==> src/rtl/core/lfsa_pkg.sv <==
package lfsa_pkg;

    // fixed field widths
    localparam int OFS_W   = 17;
    localparam int LEVEL_W = 5;
    localparam int KIND_W  = 3;
    localparam int STAT_W  = 2;
    localparam int DATA_W  = 32;
    localparam int ADDR_W  = 3;

    // defaults for the top level parameters
    localparam int DEF_MAX_FRAMES   = 16;
    localparam int DEF_HEADER_BYTES = 4;
    localparam int DEF_ARENA_MAX    = 65536;

    // arena size after reset
    localparam logic [OFS_W-1:0] ARENA_RESET = 17'h10000;

    // register index decoded from paddr[2]
    localparam logic REG_ARENA = 1'b0;

    // request kinds
    localparam logic [KIND_W-1:0] KIND_ALLOC      = 3'd0;
    localparam logic [KIND_W-1:0] KIND_FREE_TO    = 3'd1;
    localparam logic [KIND_W-1:0] KIND_FREE_BYTES = 3'd2;
    localparam logic [KIND_W-1:0] KIND_FREE_FRAME = 3'd3;
    localparam logic [KIND_W-1:0] KIND_BEGIN      = 3'd4;
    localparam logic [KIND_W-1:0] KIND_END        = 3'd5;
    localparam logic [KIND_W-1:0] KIND_UNROLL     = 3'd6;

    // result status codes
    localparam logic [STAT_W-1:0] ST_OK       = 2'd0;
    localparam logic [STAT_W-1:0] ST_NO_ROOM  = 2'd1;
    localparam logic [STAT_W-1:0] ST_BAD_ARG  = 2'd2;
    localparam logic [STAT_W-1:0] ST_NO_FRAME = 2'd3;

    typedef struct packed {
        logic [KIND_W-1:0]  kind;
        logic [OFS_W-1:0]   amount;
        logic [LEVEL_W-1:0] target_level;
    } req_t;

    typedef struct packed {
        logic [STAT_W-1:0]  status;
        logic [OFS_W-1:0]   result_offset;
        logic [LEVEL_W-1:0] frame_level;
        logic [OFS_W-1:0]   used_bytes;
        logic [OFS_W-1:0]   free_bytes;
    } rsp_t;

    // controller to datapath
    typedef struct packed {
        logic load;
        logic exec;
        logic pop;
        logic fin;
    } dp_cmd_t;

    // datapath to controller
    typedef struct packed {
        logic unroll_go;
        logic pop_last;
    } dp_sts_t;

    // configuration write
    typedef struct packed {
        logic             wr;
        logic [OFS_W-1:0] arena;
    } cfg_wr_t;

endpackage

==> src/rtl/core/lfsa_ctrl.sv <==
module lfsa_ctrl (
    input  logic              clk,
    input  logic              rst_n,
    input  logic              req_valid,
    output logic              req_stall,
    output logic              rsp_valid,
    input  logic              rsp_stall,
    input  lfsa_pkg::dp_sts_t sts,
    output lfsa_pkg::dp_cmd_t cmd
);

    typedef enum logic [3:0] {
        S_IDLE = 4'b0001,
        S_EXEC = 4'b0010,
        S_POP  = 4'b0100,
        S_FIN  = 4'b1000
    } state_t;

    state_t state_reg, state_next;
    logic   rsp_valid_reg, rsp_valid_next;
    logic   out_free;

    // output register can take a new item
    assign out_free  = !rsp_valid_reg || !rsp_stall;
    assign req_stall = (state_reg != S_IDLE);
    assign rsp_valid = rsp_valid_reg;

    // sequencing
    always_comb
    begin
        state_next = state_reg;
        cmd        = '0;
        unique case (state_reg)
            S_IDLE:
            begin
                if (req_valid)
                begin
                    cmd.load   = 1'b1;
                    state_next = S_EXEC;
                end
            end
            S_EXEC:
            begin
                if (sts.unroll_go)
                begin
                    state_next = S_POP;
                end
                else if (out_free)
                begin
                    cmd.exec   = 1'b1;
                    state_next = S_IDLE;
                end
            end
            S_POP:
            begin
                cmd.pop = 1'b1;
                if (sts.pop_last)
                begin
                    state_next = S_FIN;
                end
            end
            S_FIN:
            begin
                if (out_free)
                begin
                    cmd.fin    = 1'b1;
                    state_next = S_IDLE;
                end
            end
            default:
            begin
                state_next = S_IDLE;
            end
        endcase
    end

    // output valid
    always_comb
    begin
        priority if (cmd.exec || cmd.fin)
        begin
            rsp_valid_next = 1'b1;
        end
        else if (!rsp_stall)
        begin
            rsp_valid_next = 1'b0;
        end
        else
        begin
            rsp_valid_next = rsp_valid_reg;
        end
    end

    always_ff @(posedge clk or negedge rst_n)
    begin
        if (!rst_n)
        begin
            state_reg     <= S_IDLE;
            rsp_valid_reg <= 1'b0;
        end
        else
        begin
            state_reg     <= state_next;
            rsp_valid_reg <= rsp_valid_next;
        end
    end

endmodule

==> src/rtl/core/lfsa_dpath.sv <==
module lfsa_dpath #(
    parameter int MAX_FRAMES   = lfsa_pkg::DEF_MAX_FRAMES,
    parameter int HEADER_BYTES = lfsa_pkg::DEF_HEADER_BYTES,
    parameter int ARENA_MAX    = lfsa_pkg::DEF_ARENA_MAX
) (
    input  logic                          clk,
    input  logic                          rst_n,
    input  lfsa_pkg::req_t                req,
    input  lfsa_pkg::cfg_wr_t             cfg,
    input  lfsa_pkg::dp_cmd_t             cmd,
    output lfsa_pkg::dp_sts_t             sts,
    output lfsa_pkg::rsp_t                rsp,
    output logic [lfsa_pkg::OFS_W-1:0]    arena_bytes
);

    localparam int OFS_W   = lfsa_pkg::OFS_W;
    localparam int LVL_W   = $clog2(MAX_FRAMES + 1);
    localparam int IDX_W   = (MAX_FRAMES > 1) ? $clog2(MAX_FRAMES) : 1;
    localparam int CMP_W   = (LVL_W > lfsa_pkg::LEVEL_W) ? LVL_W : lfsa_pkg::LEVEL_W;
    localparam int OFS_MAX = (1 << OFS_W) - 1;
    localparam int ARENA_CAP = (ARENA_MAX > OFS_MAX) ? OFS_MAX : ARENA_MAX;

    localparam logic [OFS_W-1:0] HDR     = OFS_W'(HEADER_BYTES);
    localparam logic [OFS_W-1:0] CAP     = OFS_W'(ARENA_CAP);
    localparam logic [LVL_W-1:0] LVL_MAX = LVL_W'(MAX_FRAMES);
    localparam logic [LVL_W-1:0] LVL_ONE = LVL_W'(1);
    localparam logic [LVL_W-1:0] LVL_TWO = LVL_W'(2);

    // architectural state
    logic [OFS_W-1:0]   arena_reg;
    logic [OFS_W-1:0]   top_reg, top_next;
    logic [OFS_W-1:0]   base_reg, base_next;
    logic [LVL_W-1:0]   lvl_reg, lvl_next;

    // latched request and unroll working copies
    lfsa_pkg::req_t     req_reg;
    logic [OFS_W-1:0]   wt_reg;
    logic [OFS_W-1:0]   wb_reg;
    logic [LVL_W-1:0]   wl_reg;
    logic [lfsa_pkg::STAT_W-1:0] wst_reg;

    // saved frame bases
    logic [OFS_W-1:0]   mem [MAX_FRAMES];
    logic [OFS_W-1:0]   rd_reg;
    logic               rd_en;
    logic [LVL_W-1:0]   lvl_dec;
    logic [LVL_W-1:0]   wl_dec;
    logic [LVL_W-1:0]   wl_dec2;
    logic [IDX_W-1:0]   rd_addr;
    logic               mem_wr;

    // execute results
    logic [OFS_W-1:0]   arena;
    logic [OFS_W:0]     sum_alloc;
    logic [OFS_W:0]     sum_hdr;
    logic [OFS_W-1:0]   avail;
    logic [lfsa_pkg::STAT_W-1:0] ex_status;
    logic               alloc_ok;
    logic [OFS_W-1:0]   ex_result;

    // final values for the output register
    logic [lfsa_pkg::STAT_W-1:0] f_status;
    logic [OFS_W-1:0]   f_result;
    logic [OFS_W-1:0]   f_top;
    logic [LVL_W-1:0]   f_lvl;
    lfsa_pkg::rsp_t     rsp_reg;

    assign arena       = (arena_reg > CAP) ? CAP : arena_reg;
    assign arena_bytes = arena_reg;
    assign rsp         = rsp_reg;

    // status toward the controller
    assign wl_dec  = wl_reg - LVL_ONE;
    assign wl_dec2 = wl_reg - LVL_TWO;
    assign lvl_dec = lvl_reg - LVL_ONE;
    assign sts.unroll_go = (req_reg.kind == lfsa_pkg::KIND_UNROLL)
                        && (CMP_W'(req_reg.target_level) < CMP_W'(lvl_reg));
    assign sts.pop_last  = (wt_reg == '0)
                        || (CMP_W'(wl_dec) == CMP_W'(req_reg.target_level));

    // execute a single-update request
    always_comb
    begin
        sum_alloc = {1'b0, top_reg} + {1'b0, req_reg.amount};
        sum_hdr   = {1'b0, top_reg} + {1'b0, HDR};
        avail     = top_reg - base_reg;
        top_next  = top_reg;
        base_next = base_reg;
        lvl_next  = lvl_reg;
        ex_status = lfsa_pkg::ST_OK;
        alloc_ok  = 1'b0;
        mem_wr    = 1'b0;
        unique case (req_reg.kind)
            lfsa_pkg::KIND_ALLOC:
            begin
                if (sum_alloc > {1'b0, arena})
                begin
                    ex_status = lfsa_pkg::ST_NO_ROOM;
                end
                else
                begin
                    alloc_ok = 1'b1;
                    top_next = sum_alloc[OFS_W-1:0];
                end
            end
            lfsa_pkg::KIND_FREE_TO:
            begin
                if ((req_reg.amount < base_reg) || (req_reg.amount >= top_reg))
                begin
                    ex_status = lfsa_pkg::ST_BAD_ARG;
                end
                else
                begin
                    top_next = req_reg.amount;
                end
            end
            lfsa_pkg::KIND_FREE_BYTES:
            begin
                if (req_reg.amount > avail)
                begin
                    top_next = base_reg;
                end
                else
                begin
                    top_next = top_reg - req_reg.amount;
                end
            end
            lfsa_pkg::KIND_FREE_FRAME:
            begin
                top_next = base_reg;
            end
            lfsa_pkg::KIND_BEGIN:
            begin
                if ((sum_hdr > {1'b0, arena}) || (lvl_reg >= LVL_MAX))
                begin
                    ex_status = lfsa_pkg::ST_NO_ROOM;
                end
                else
                begin
                    mem_wr    = 1'b1;
                    top_next  = sum_hdr[OFS_W-1:0];
                    base_next = sum_hdr[OFS_W-1:0];
                    lvl_next  = lvl_reg + LVL_ONE;
                end
            end
            lfsa_pkg::KIND_END:
            begin
                if ((lvl_reg == '0) || (top_reg == '0))
                begin
                    ex_status = lfsa_pkg::ST_NO_FRAME;
                end
                else
                begin
                    top_next  = base_reg - HDR;
                    base_next = rd_reg;
                    lvl_next  = lvl_dec;
                end
            end
            default:
            begin
                // unroll not downward and the unused kind
                ex_status = lfsa_pkg::ST_BAD_ARG;
            end
        endcase
        ex_result = alloc_ok ? top_reg : top_next;
    end

    // pick what the output register shows
    always_comb
    begin
        if (cmd.fin)
        begin
            f_status = wst_reg;
            f_top    = (wst_reg == lfsa_pkg::ST_OK) ? wt_reg : top_reg;
            f_lvl    = (wst_reg == lfsa_pkg::ST_OK) ? wl_reg : lvl_reg;
            f_result = f_top;
        end
        else
        begin
            f_status = ex_status;
            f_top    = top_next;
            f_lvl    = lvl_next;
            f_result = ex_result;
        end
    end

    // stack read address: level-1 on load, next level-1 on each pop
    assign rd_en   = cmd.load || cmd.pop;
    assign rd_addr = cmd.pop ? wl_dec2[IDX_W-1:0] : lvl_dec[IDX_W-1:0];

    // saved base memory
    always_ff @(posedge clk)
    begin
        if (cmd.exec && mem_wr)
        begin
            mem[lvl_reg[IDX_W-1:0]] <= base_reg;
        end
        if (rd_en)
        begin
            rd_reg <= mem[rd_addr];
        end
    end

    // request latch, unroll working copies, output register
    always_ff @(posedge clk)
    begin
        if (cmd.load)
        begin
            req_reg <= req;
            wt_reg  <= top_reg;
            wb_reg  <= base_reg;
            wl_reg  <= lvl_reg;
            wst_reg <= lfsa_pkg::ST_OK;
        end
        else if (cmd.pop)
        begin
            if (wt_reg == '0)
            begin
                wst_reg <= lfsa_pkg::ST_NO_FRAME;
            end
            else
            begin
                wt_reg <= wb_reg - HDR;
                wb_reg <= rd_reg;
                wl_reg <= wl_dec;
            end
        end
        if (cmd.exec || cmd.fin)
        begin
            rsp_reg.status        <= f_status;
            rsp_reg.result_offset <= f_result;
            rsp_reg.frame_level   <= lfsa_pkg::LEVEL_W'(f_lvl);
            rsp_reg.used_bytes    <= f_top;
            rsp_reg.free_bytes    <= (arena > f_top) ? (arena - f_top) : '0;
        end
    end

    // arena register and stack state
    always_ff @(posedge clk or negedge rst_n)
    begin
        if (!rst_n)
        begin
            arena_reg <= lfsa_pkg::ARENA_RESET;
            top_reg   <= '0;
            base_reg  <= '0;
            lvl_reg   <= '0;
        end
        else if (cfg.wr)
        begin
            arena_reg <= cfg.arena;
            top_reg   <= '0;
            base_reg  <= '0;
            lvl_reg   <= '0;
        end
        else if (cmd.exec)
        begin
            top_reg  <= top_next;
            base_reg <= base_next;
            lvl_reg  <= lvl_next;
        end
        else if (cmd.fin && (wst_reg == lfsa_pkg::ST_OK))
        begin
            top_reg  <= wt_reg;
            base_reg <= wb_reg;
            lvl_reg  <= wl_reg;
        end
    end

endmodule

==> src/rtl/core/lifo_frame_stack_allocator.sv <==
// lifo arena allocator with frame markers
// req channel (req_valid, req_stall, req) takes one request item: alloc,
// free to offset, free bytes, free frame, begin frame, end frame or unroll.
// rsp channel (rsp_valid, rsp_stall, rsp) returns exactly one item per
// request: status, result offset, frame level, used and free bytes.
// an item is taken at an edge where valid is high and stall is low.
// kinds other than unroll are written to the output register from the execute
// state once that register is free; an unroll makes one pop of the saved-base
// memory per cycle through its single registered read port, stops early when
// a pop meets an empty top, and then waits in the finish state for the register.
// one request is in work at a time; the next is accepted the cycle after the
// previous one is written to the output register.
// while rsp_stall holds, the output register keeps its item and a finished
// request waits in the controller until the register frees up.
// reset: arena size 65536, top, frame base and level zero, no item pending.
// the apb register arena_bytes lies at address 0; writing it empties the stack.
// the user must write it only while no request is in work; the block does not check.
module lifo_frame_stack_allocator #(
    parameter int MAX_FRAMES   = lfsa_pkg::DEF_MAX_FRAMES,
    parameter int HEADER_BYTES = lfsa_pkg::DEF_HEADER_BYTES,
    parameter int ARENA_MAX    = lfsa_pkg::DEF_ARENA_MAX
) (
    input  logic                          clk,
    input  logic                          rst_n,
    input  logic                          req_valid,
    output logic                          req_stall,
    input  lfsa_pkg::req_t                req,
    output logic                          rsp_valid,
    input  logic                          rsp_stall,
    output lfsa_pkg::rsp_t                rsp,
    input  logic                          psel,
    input  logic                          penable,
    input  logic                          pwrite,
    input  logic [lfsa_pkg::ADDR_W-1:0]   paddr,
    input  logic [lfsa_pkg::DATA_W-1:0]   pwdata,
    output logic [lfsa_pkg::DATA_W-1:0]   prdata,
    output logic                          pready
);

    lfsa_pkg::dp_cmd_t                cmd;
    lfsa_pkg::dp_sts_t                sts;
    lfsa_pkg::cfg_wr_t                cfg;
    logic [lfsa_pkg::OFS_W-1:0]       arena_bytes;
    logic                             reg_sel;

    // apb register decode
    assign pready    = 1'b1;
    assign reg_sel   = (paddr[2] == lfsa_pkg::REG_ARENA);
    assign cfg.wr    = psel && penable && pwrite && reg_sel;
    assign cfg.arena = pwdata[lfsa_pkg::OFS_W-1:0];
    assign prdata    = reg_sel ? lfsa_pkg::DATA_W'(arena_bytes) : '0;

    lfsa_ctrl u_ctrl (
        .clk       (clk),
        .rst_n     (rst_n),
        .req_valid (req_valid),
        .req_stall (req_stall),
        .rsp_valid (rsp_valid),
        .rsp_stall (rsp_stall),
        .sts       (sts),
        .cmd       (cmd)
    );

    lfsa_dpath #(
        .MAX_FRAMES   (MAX_FRAMES),
        .HEADER_BYTES (HEADER_BYTES),
        .ARENA_MAX    (ARENA_MAX)
    ) u_dpath (
        .clk         (clk),
        .rst_n       (rst_n),
        .req         (req),
        .cfg         (cfg),
        .cmd         (cmd),
        .sts         (sts),
        .rsp         (rsp),
        .arena_bytes (arena_bytes)
    );

endmodule
==> config.mk <==
export PLATFORM = sky130hd
export DESIGN_NAME = lifo_frame_stack_allocator
export DESIGN_NICKNAME = d
export VERILOG_FILES = /design/src/rtl/core/lfsa_pkg.sv /design/src/rtl/core/lfsa_ctrl.sv /design/src/rtl/core/lfsa_dpath.sv /design/src/rtl/core/lifo_frame_stack_allocator.sv
export SDC_FILE = /design/constraint.sdc
export NUM_CORES = 1
export LEC_CHECK = 0
export ABC_AREA = 0
export BUFFER_PORTS_ARGS = -buffer_cell sky130_fd_sc_hd__buf_2
export CAP_MARGIN = 25
export CORE_MARGIN = 10
export CORE_UTILIZATION = 40
export CTS_CLUSTER_SIZE = 25
export DETAILED_ROUTE_END_ITERATION = 8
export PLACE_DENSITY = 0.54
export SLEW_MARGIN = 5
export SYNTH_ARGS = -nofsm -noshare
export SYNTH_HDL_FRONTEND = slang
export SYNTH_SLANG_ARGS = --single-unit
==> constraint.sdc <==
create_clock -name clk -period 9.6 [get_ports clk]
set_clock_uncertainty 0.05 [all_clocks]
set_input_delay 0.48 -clock clk [delete_from_list [all_inputs] [get_ports clk]]
set_output_delay 0.48 -clock clk [all_outputs]
set_load 0.02 [all_outputs]
==> reports/qor.yml, run 1 <==
critical_path:
  r2r_start: "u_dpath.top_reg[0]$_DFFE_PN0N_"
  required_ps: 9900
  crit_top_cell: "o21ai_0"
  slowest_stage: "o21ai_0"
  r2r_end: "u_dpath.rsp[14]$_SDFFCE_PP0P_"
  rr_worst_depth: 34
  crit_fanout: 8
  cp_data_arrival_time_ps: 9270
  r2r_setup_slack_ps: 630
  max_stage_delay_ps: 610
  worstSetupStartpointType: "flip-flop"
  crit_type: "reg -> reg"
  crit_path_end_kind: "flip-flop"
timing:
  max_clock_freq_ghz: 0.111
  setup_viol: 0
  slew_headroom_pct: 35.7
  finalCriticalPeriod_ps: 8970
  finalHoldViolCount: 0
  period_share_pct: 93.4
  worst_pin_slew_ps: 965
  setup_tns_ps: 0
  finalWorstSetupSlack_ps: 629
  timing.final.max_slew_violations: 0
  rsz0062_at_grt: "false"
cts:
  cts_tree: "yes"
  cts_hold_buf: 25
  clkTransAtPathRegs_ps: 70
  root_buffer: "clkbuf_16"
  insertion_delay_ps: 640
  clkSinkCount: 473
  cts_max_path_buffers: 3
  cts_resized: 0
  cts-buffers-inserted: 52
  cts_setup_buffers: 0
  htreeDepth: 2
yosys:
  yosys-mux-area-fraction_pct: 8.60
  synth_top_family_by_area: "compound AO/OA/AOI/OAI gates"
  post-synth-top-count-cell: "edfxtp_1"
  synth.top_cell.area_share_pct: 46.1
  ys_seq_area_share_pct: 51.9
  synth_top_cells_by_count: "edfxtp_1, nand2_1, nor2_1"
  postSynthAreaPerCell_um2: 11.7
  ys_warn_count: 0
  yosys.area.top_type: "edfxtp_1"
  synth_flop_cell: "edfxtp_1"
  synth_compound_area_share_pct: 13.5
  synthSimpleGateAreaFrac_pct: 12.0
  yosys.area_share.xor_xnor_pct: 2.98
  synth_area_um2: 26800
  synthAdderAreaFrac_pct: 7.31
  synth-seq-cells: 473
  synth-async-reset-ratio_pct: 12.9
  synth_edf_count: 411
  synth_cell_types: 91
  synth_cells: 2295
  synthTopCellsByArea: "edfxtp_1, ha_1, mux4_2, dfrtp_1, nand2_1"
global_routing:
  grt_pass1_vias: 19700
  grt_use_met3_pct: 3.77
  grt_pass1_wl_um: 131000
  busiest_layer: "met2"
  grt_max_degree: 65
  grt_use_met2_pct: 34.6
  antenna_found_initial: 1
  grt_use_met1_pct: 31.5
  grt.total_usage_pct: 22.4
  grt_overflow: 0
drt:
  drt_iter0_markers: 2100
  wl_um: 89200
  viasPerCell: 5.99
  vias: 20100
  routedWlPerCell_um: 26.5
  route.detailed.drc: 0
  first_pass_iters: 9
  antenna_left: 0
place:
  place_worst_setup_slack_ps: 837
  dpl-instance-area_um2: 28600
  dp_cells: 3240
  gp_congestion: 1.01
  port_buffers: 126
  hpwl_um: 64300
power_and_ir_drop:
  irDropWorstVdd_mv: 0.238
  p_leak_nw: 11.5
  power_density_nw_per_um2: 397
  total_power_w: 0.0121
cells_and_area:
  largest_reg_flops: 272
  nets: 2676
  stdcell_area_um2: 30500
  layout-drive-gt1-share_pct: 17.0
  num-fill-cells: 6074
  fin_cells: 3361
  syn_to_final_growth_pct: 13.9
floorplan:
  pin_count: 160
  start_util_pct: 40.5
  coreArea_um2: 66100
  die_h_um: 279
  dieArea_um2: 77700
  std_cell_rows: 94
  die_x_um: 279
run_status:
  status: "complete, no violations"
hold_path:
  hp-class: "in -> async"
flow_run:
  maxCapViolations: 0
-- where the power goes --
| group | internal, W | switching [W] | total, W |
|---|---|---|---|
| logic | 0.00262 | 0.00423 | 0.00685 |
| clock network | 0.00107 | 0.000850 | 0.00192 |
| registers | 0.00287 | 0.000447 | 0.00332 |
| total | 0.00657 | 0.00553 | 0.0121 |
-- cells by family (layout without fill, tap and decap cells) --
logic type | count (synthesis) | in the layout
AO/OA/AOI/OAI | 531 | 531
XOR/XNOR | 91 | 91
adder cells (fa/ha/maj) | 154 | 154
buffers and inverters | 236 | 423
flip-flops | 473 | 473
multiplexers | 142 | 142
other | 2 | 17
AND/OR/NAND/NOR | 666 | 666
-- worst max-delay path, delay by kind of cell (launching register included) --
kind | cells | cell delay, ps
simple gates | 9 | 1330
compound gates | 17 | 4650
fa+ha+maj | 5 | 1640
buf+inv | 2 | 290
xor+xnor | 1 | 160
flops | 1 | 570
-- worst max path at each step --
stage                                          from                            end  slack (ps)
finish               u_dpath.top_reg[0]$_DFFE_PN0N_  u_dpath.rsp[14]$_SDFFCE_PP0P_         630
global route         u_dpath.top_reg[0]$_DFFE_PN0N_  u_dpath.rsp[14]$_SDFFCE_PP0P_           4
CTS                  u_dpath.top_reg[0]$_DFFE_PN0N_  u_dpath.rsp[14]$_SDFFCE_PP0P_         770
detailed placement   u_dpath.top_reg[0]$_DFFE_PN0N_  u_dpath.rsp[14]$_SDFFCE_PP0P_         840
global placement    u_dpath.base_reg[1]$_DFFE_PN0P_  u_dpath.rsp[14]$_SDFFCE_PP0P_         990
floorplan            u_dpath.top_reg[0]$_DFFE_PN0N_  u_dpath.rsp[10]$_SDFFCE_PP0P_        1920
-- cell usage in the layout, fill, tap and decap left out, types with 15 or more instances in the layout --
cell | netlist | final
nor3_1 | 51 | 51
nand3_1 | 44 | 43
a211oi_1 | 54 | 54
nor2b_1 | 58 | 58
a31oi_1 | 18 | 18
a31o_2 | 18 | 18
edfxtp_1 | 411 | 411
mux4_2 | 68 | 68
nand2_1 | 202 | 201
mux2_2 | 24 | 24
xnor2_1 | 54 | 54
nor4_1 | 21 | 21
nand2b_1 | 17 | 17
o211ai_1 | 28 | 28
a21o_1 | 20 | 20
dfrtp_1 | 59 | 59
mux2i_1 | 49 | 48
buf_4 | 17 | 71
inv_1 | 98 | 97
xor2_1 | 37 | 37
o21a_1 | 18 | 18
clkbuf_16 | 0 | 52
nand4_1 | 24 | 24
a21oi_1 | 140 | 138
and2_1 | 27 | 27
ha_1 | 150 | 150
o21ai_0 | 89 | 88
conb_1 | 2 | 16
dlygate4sd3_1 | 0 | 25
clkinv_1 | 2 | 15
nor2_1 | 158 | 158
buf_2 | 21 | 126
-- area by class of cell --
cell class                 count  area (um^2)  area share [%]
tap                          864         1080            3.55
clock buffer                  62         1360            4.46
clock inverter                33          285           0.936
antenna                        1         2.50         0.00821
sequential                   473        13900            45.6
inverter                     101          379            1.24
multi-input combinational   1600        12000            39.3
timing repair buffer         227         1490            4.90
-- per-layer routing --
layer	part of all wire, %	vias up
met2	45	905
met4	3.4	2
met1	44	10000
met5	0.040	-
li1	-	9013
met3	7.9	152
-- per-stage QoR --
step	util, %	hold WS, ps
after floorplan	-	134
after global placement	43.2	456
after detailed placement	43.3	460
after CTS	46.1	20.2
after global routing	46.1	40.5
final	46.1	21.8
(Power assumes the default switching activity.)
==> run 2, diff against run 1 <==
Settings changed: RECOVER_POWER from default to 25.
==> run 2 against run 1 <==
- the run now ends with max-capacitance violations, max-slew violations left
- non-clock buffer count unchanged
- cell area down 0.15%
- register-to-register slack about the same
- core utilization down 0.068 points
- hold slack better by 35 ps
- setup slack better by 13 ps
- first-iteration DRC count up 1.9%
- maximum frequency up 0.14%
- sequential power about the same
- critical endpoint unchanged
- largest cell class unchanged
- largest power group unchanged
==> reports/qor.yml, run 2 (synthesis results as in run 1) <==
cells_and_area:
  layout-drive-gt1-share_pct: 16.3  # -0.64 points
  num-fill-cells: 6090  # +0.26%
  layout_common_cells: "edfxtp_1, nand2_1, nor2_1, ha_1, a21oi_1"
  syn_to_final_growth_pct: 13.7
  regArea_um2: 13900  # unchanged
  nets: 2676  # unchanged
  final_common_cell: "edfxtp_1"
  multi_input_comb_area_um2: 12000  # unchanged
  fin_cells: 3361  # unchanged
  largest_reg_flops: 272  # unchanged
global_routing:
  grt_max_degree: 65  # unchanged
  grt_overflow: 0  # unchanged
  grt.total_usage_pct: 22.4  # unchanged
  antenna_found_initial: 1  # unchanged
  grt_pass1_vias: 19700  # unchanged
  grt_pass1_wl_um: 131000  # unchanged
drt:
  viasPerCell: 5.98  # -0.13%
  drt_iter0_markers: 2139  # +1.9%
  antenna_left: 0  # unchanged
  wl_um: 89200  # about the same
  first_pass_iters: 6  # -3
  route.detailed.drc: 0  # unchanged
  vias: 20100  # -0.13%
  routedWlPerCell_um: 26.5  # about the same
place:
  dp_cells: 3240  # unchanged
  port_buffers: 126  # unchanged
  hpwl_um: 64300  # unchanged
  gp_congestion: 1.01  # unchanged
floorplan:
  die_x_um: 279  # unchanged
  dieArea_um2: 77700  # unchanged
  start_util_pct: 40.5  # unchanged
  die_h_um: 279  # unchanged
  pin_count: 160  # unchanged
  coreArea_um2: 66100  # unchanged
  std_cell_rows: 94  # unchanged
timing:
  finalCriticalPeriod_ps: 8960  # -12.5 ps
  finalHoldViolCount: 0  # unchanged
  setup_viol: 0  # unchanged
  rsz0062_at_grt: "false"
  max_clock_freq_ghz: 0.112  # +0.14%
  worst_pin_slew_ps: 3920  # +2960 ps
  slew_headroom_pct: -162  # -200 points
  setup_tns_ps: 0  # unchanged
  period_share_pct: 93.3  # -0.13 points
  timing.final.max_slew_violations: 62  # +62
critical_path:
  required_ps: 9900  # about the same
  slowest_stage: "clkbuf_1"
  crit_type: "reg -> reg"
  crit_buf_inv: 2  # unchanged
  cp_data_arrival_time_ps: 9260  # about the same
  critical_path.top_delay_family: "compound AO/OA/AOI/OAI gates"
  max_stage_delay_ps: 780  # +170 ps
  crit_path_end_kind: "flip-flop"
  worstSetupStartpointType: "flip-flop"
  crit_fanout: 20  # +12
run_status:
  status: "complete, but fails checks"
  violations: "max-capacitance violations, max-slew violations"
cts:
  cts_tree: "yes"
  cts-buffers-inserted: 52  # unchanged
  clkTransAtPathRegs_ps: 60  # about the same
  htreeDepth: 2  # unchanged
  insertion_delay_ps: 640  # about the same
  root_buffer: "clkbuf_16"
  clkSinkCount: 473  # unchanged
  cts_max_path_buffers: 3  # unchanged
power_and_ir_drop:
  power_density_nw_per_um2: 397  # about the same
  irDropWorstVdd_mv: 0.238  # about the same
  p_leak_nw: 11.4  # -0.50%
hold_path:
  hp-class: "in -> reg"
flow_run:
  maxCapViolations: 1  # +1
[run 2: changes by cell type in the layout (fill, tap and decap cells not counted), sizes merged]
cell | previous run | this run
buf | 202 | 186
clkbuf | 62 | 78
[run 2: worst paths after layout]
| path | slack, ps | cells past startpoint | start | to |
|---|---|---|---|---|
| max | 640 | 29 | u_dpath.base_reg[8]$_DFFE_PN0P_ | u_dpath.rsp[14]$_SDFFCE_PP0P_ |
| min | 60 | 2 | pwdata[11] | u_dpath.arena_bytes[11]$_DFFE_PN0P_ |
| max reg2reg | 640 | 29 | u_dpath.base_reg[8]$_DFFE_PN0P_ | u_dpath.rsp[14]$_SDFFCE_PP0P_ |
| min reg2reg | 470 | 1 | u_ctrl.state_reg[1]$_DFFE_PN0P_ | u_ctrl.state_reg[3]$_DFFE_PN0P_ |
| max in group asynchronous | 5970 | 2 | rst_n | u_dpath.base_reg[6]$_DFFE_PN0P_ |
| min in group asynchronous | 1280 | 2 | rst_n | u_dpath.arena_bytes[2]$_DFFE_PN0P_ |
[run 2: layout make-up]
cell class              instances  share of cell area (%)
well taps                     864                    3.55
multi-input cells            1600                    39.4
flip-flops and latches        473                    45.6
clock buffers                  62                    4.46
diodes                          1                 0.00822
repair buffers                227                    4.76
clock inverters                33                   0.937
inverters                     101                    1.25
[run 2: worst reg2reg max path: cells and delay by family, from the launching register on]
kind / cells / cell delay [ps]
buffers and inverters: 2 / 1180
xor gates and xnor gates: 2 / 250
AOI/OAI and AO/OA: 15 / 4100
adders and majority gates: 4 / 1400
and+or+nand+nor: 6 / 1380
DFF: 1 / 320
[run 2: per-stage QoR]
stage	hold slack, ps	setup slack (ps)	util [%]	cell area (um^2)	power (W)
floorplan	134	1920	-	26800	0.00783
global placement	456	986	43.2	28500	0.0100
detailed placement	460	837	43.3	28600	0.0101
CTS	20.2	771	46.1	30500	0.0121
global route	40.5	3.66	46.0	30400	0.0129
finish	57.1	642	46.1	30400	0.0121
[run 2: timing repair]
| action | 4_1_cts | 5_1_grt |
|---|---|---|
| hold buffers | 25 | 0 |
| setup buffers | 0 | 0 |
| endpoints found under the hold margin | 25 | 0 |
| resized for setup | 0 | 0 |
[run 2: metal layers]
layer,up-vias,track usage [%],share of wire [%],wire (um)
li1,8996,-,-,-
met1,10100,31.5,44,39500
met2,858,34.6,44,39600
met3,162,3.77,7.7,6830
met4,2,7.79,3.6,3190
met5,-,0,0.015,13
[run 2: where the power goes]
group          switching, W  total, W  internal (W)
sequential         0.000446   0.00332       0.00288
clock              0.000850   0.00192       0.00107
combinational       0.00423   0.00683       0.00261
total               0.00552    0.0121       0.00656
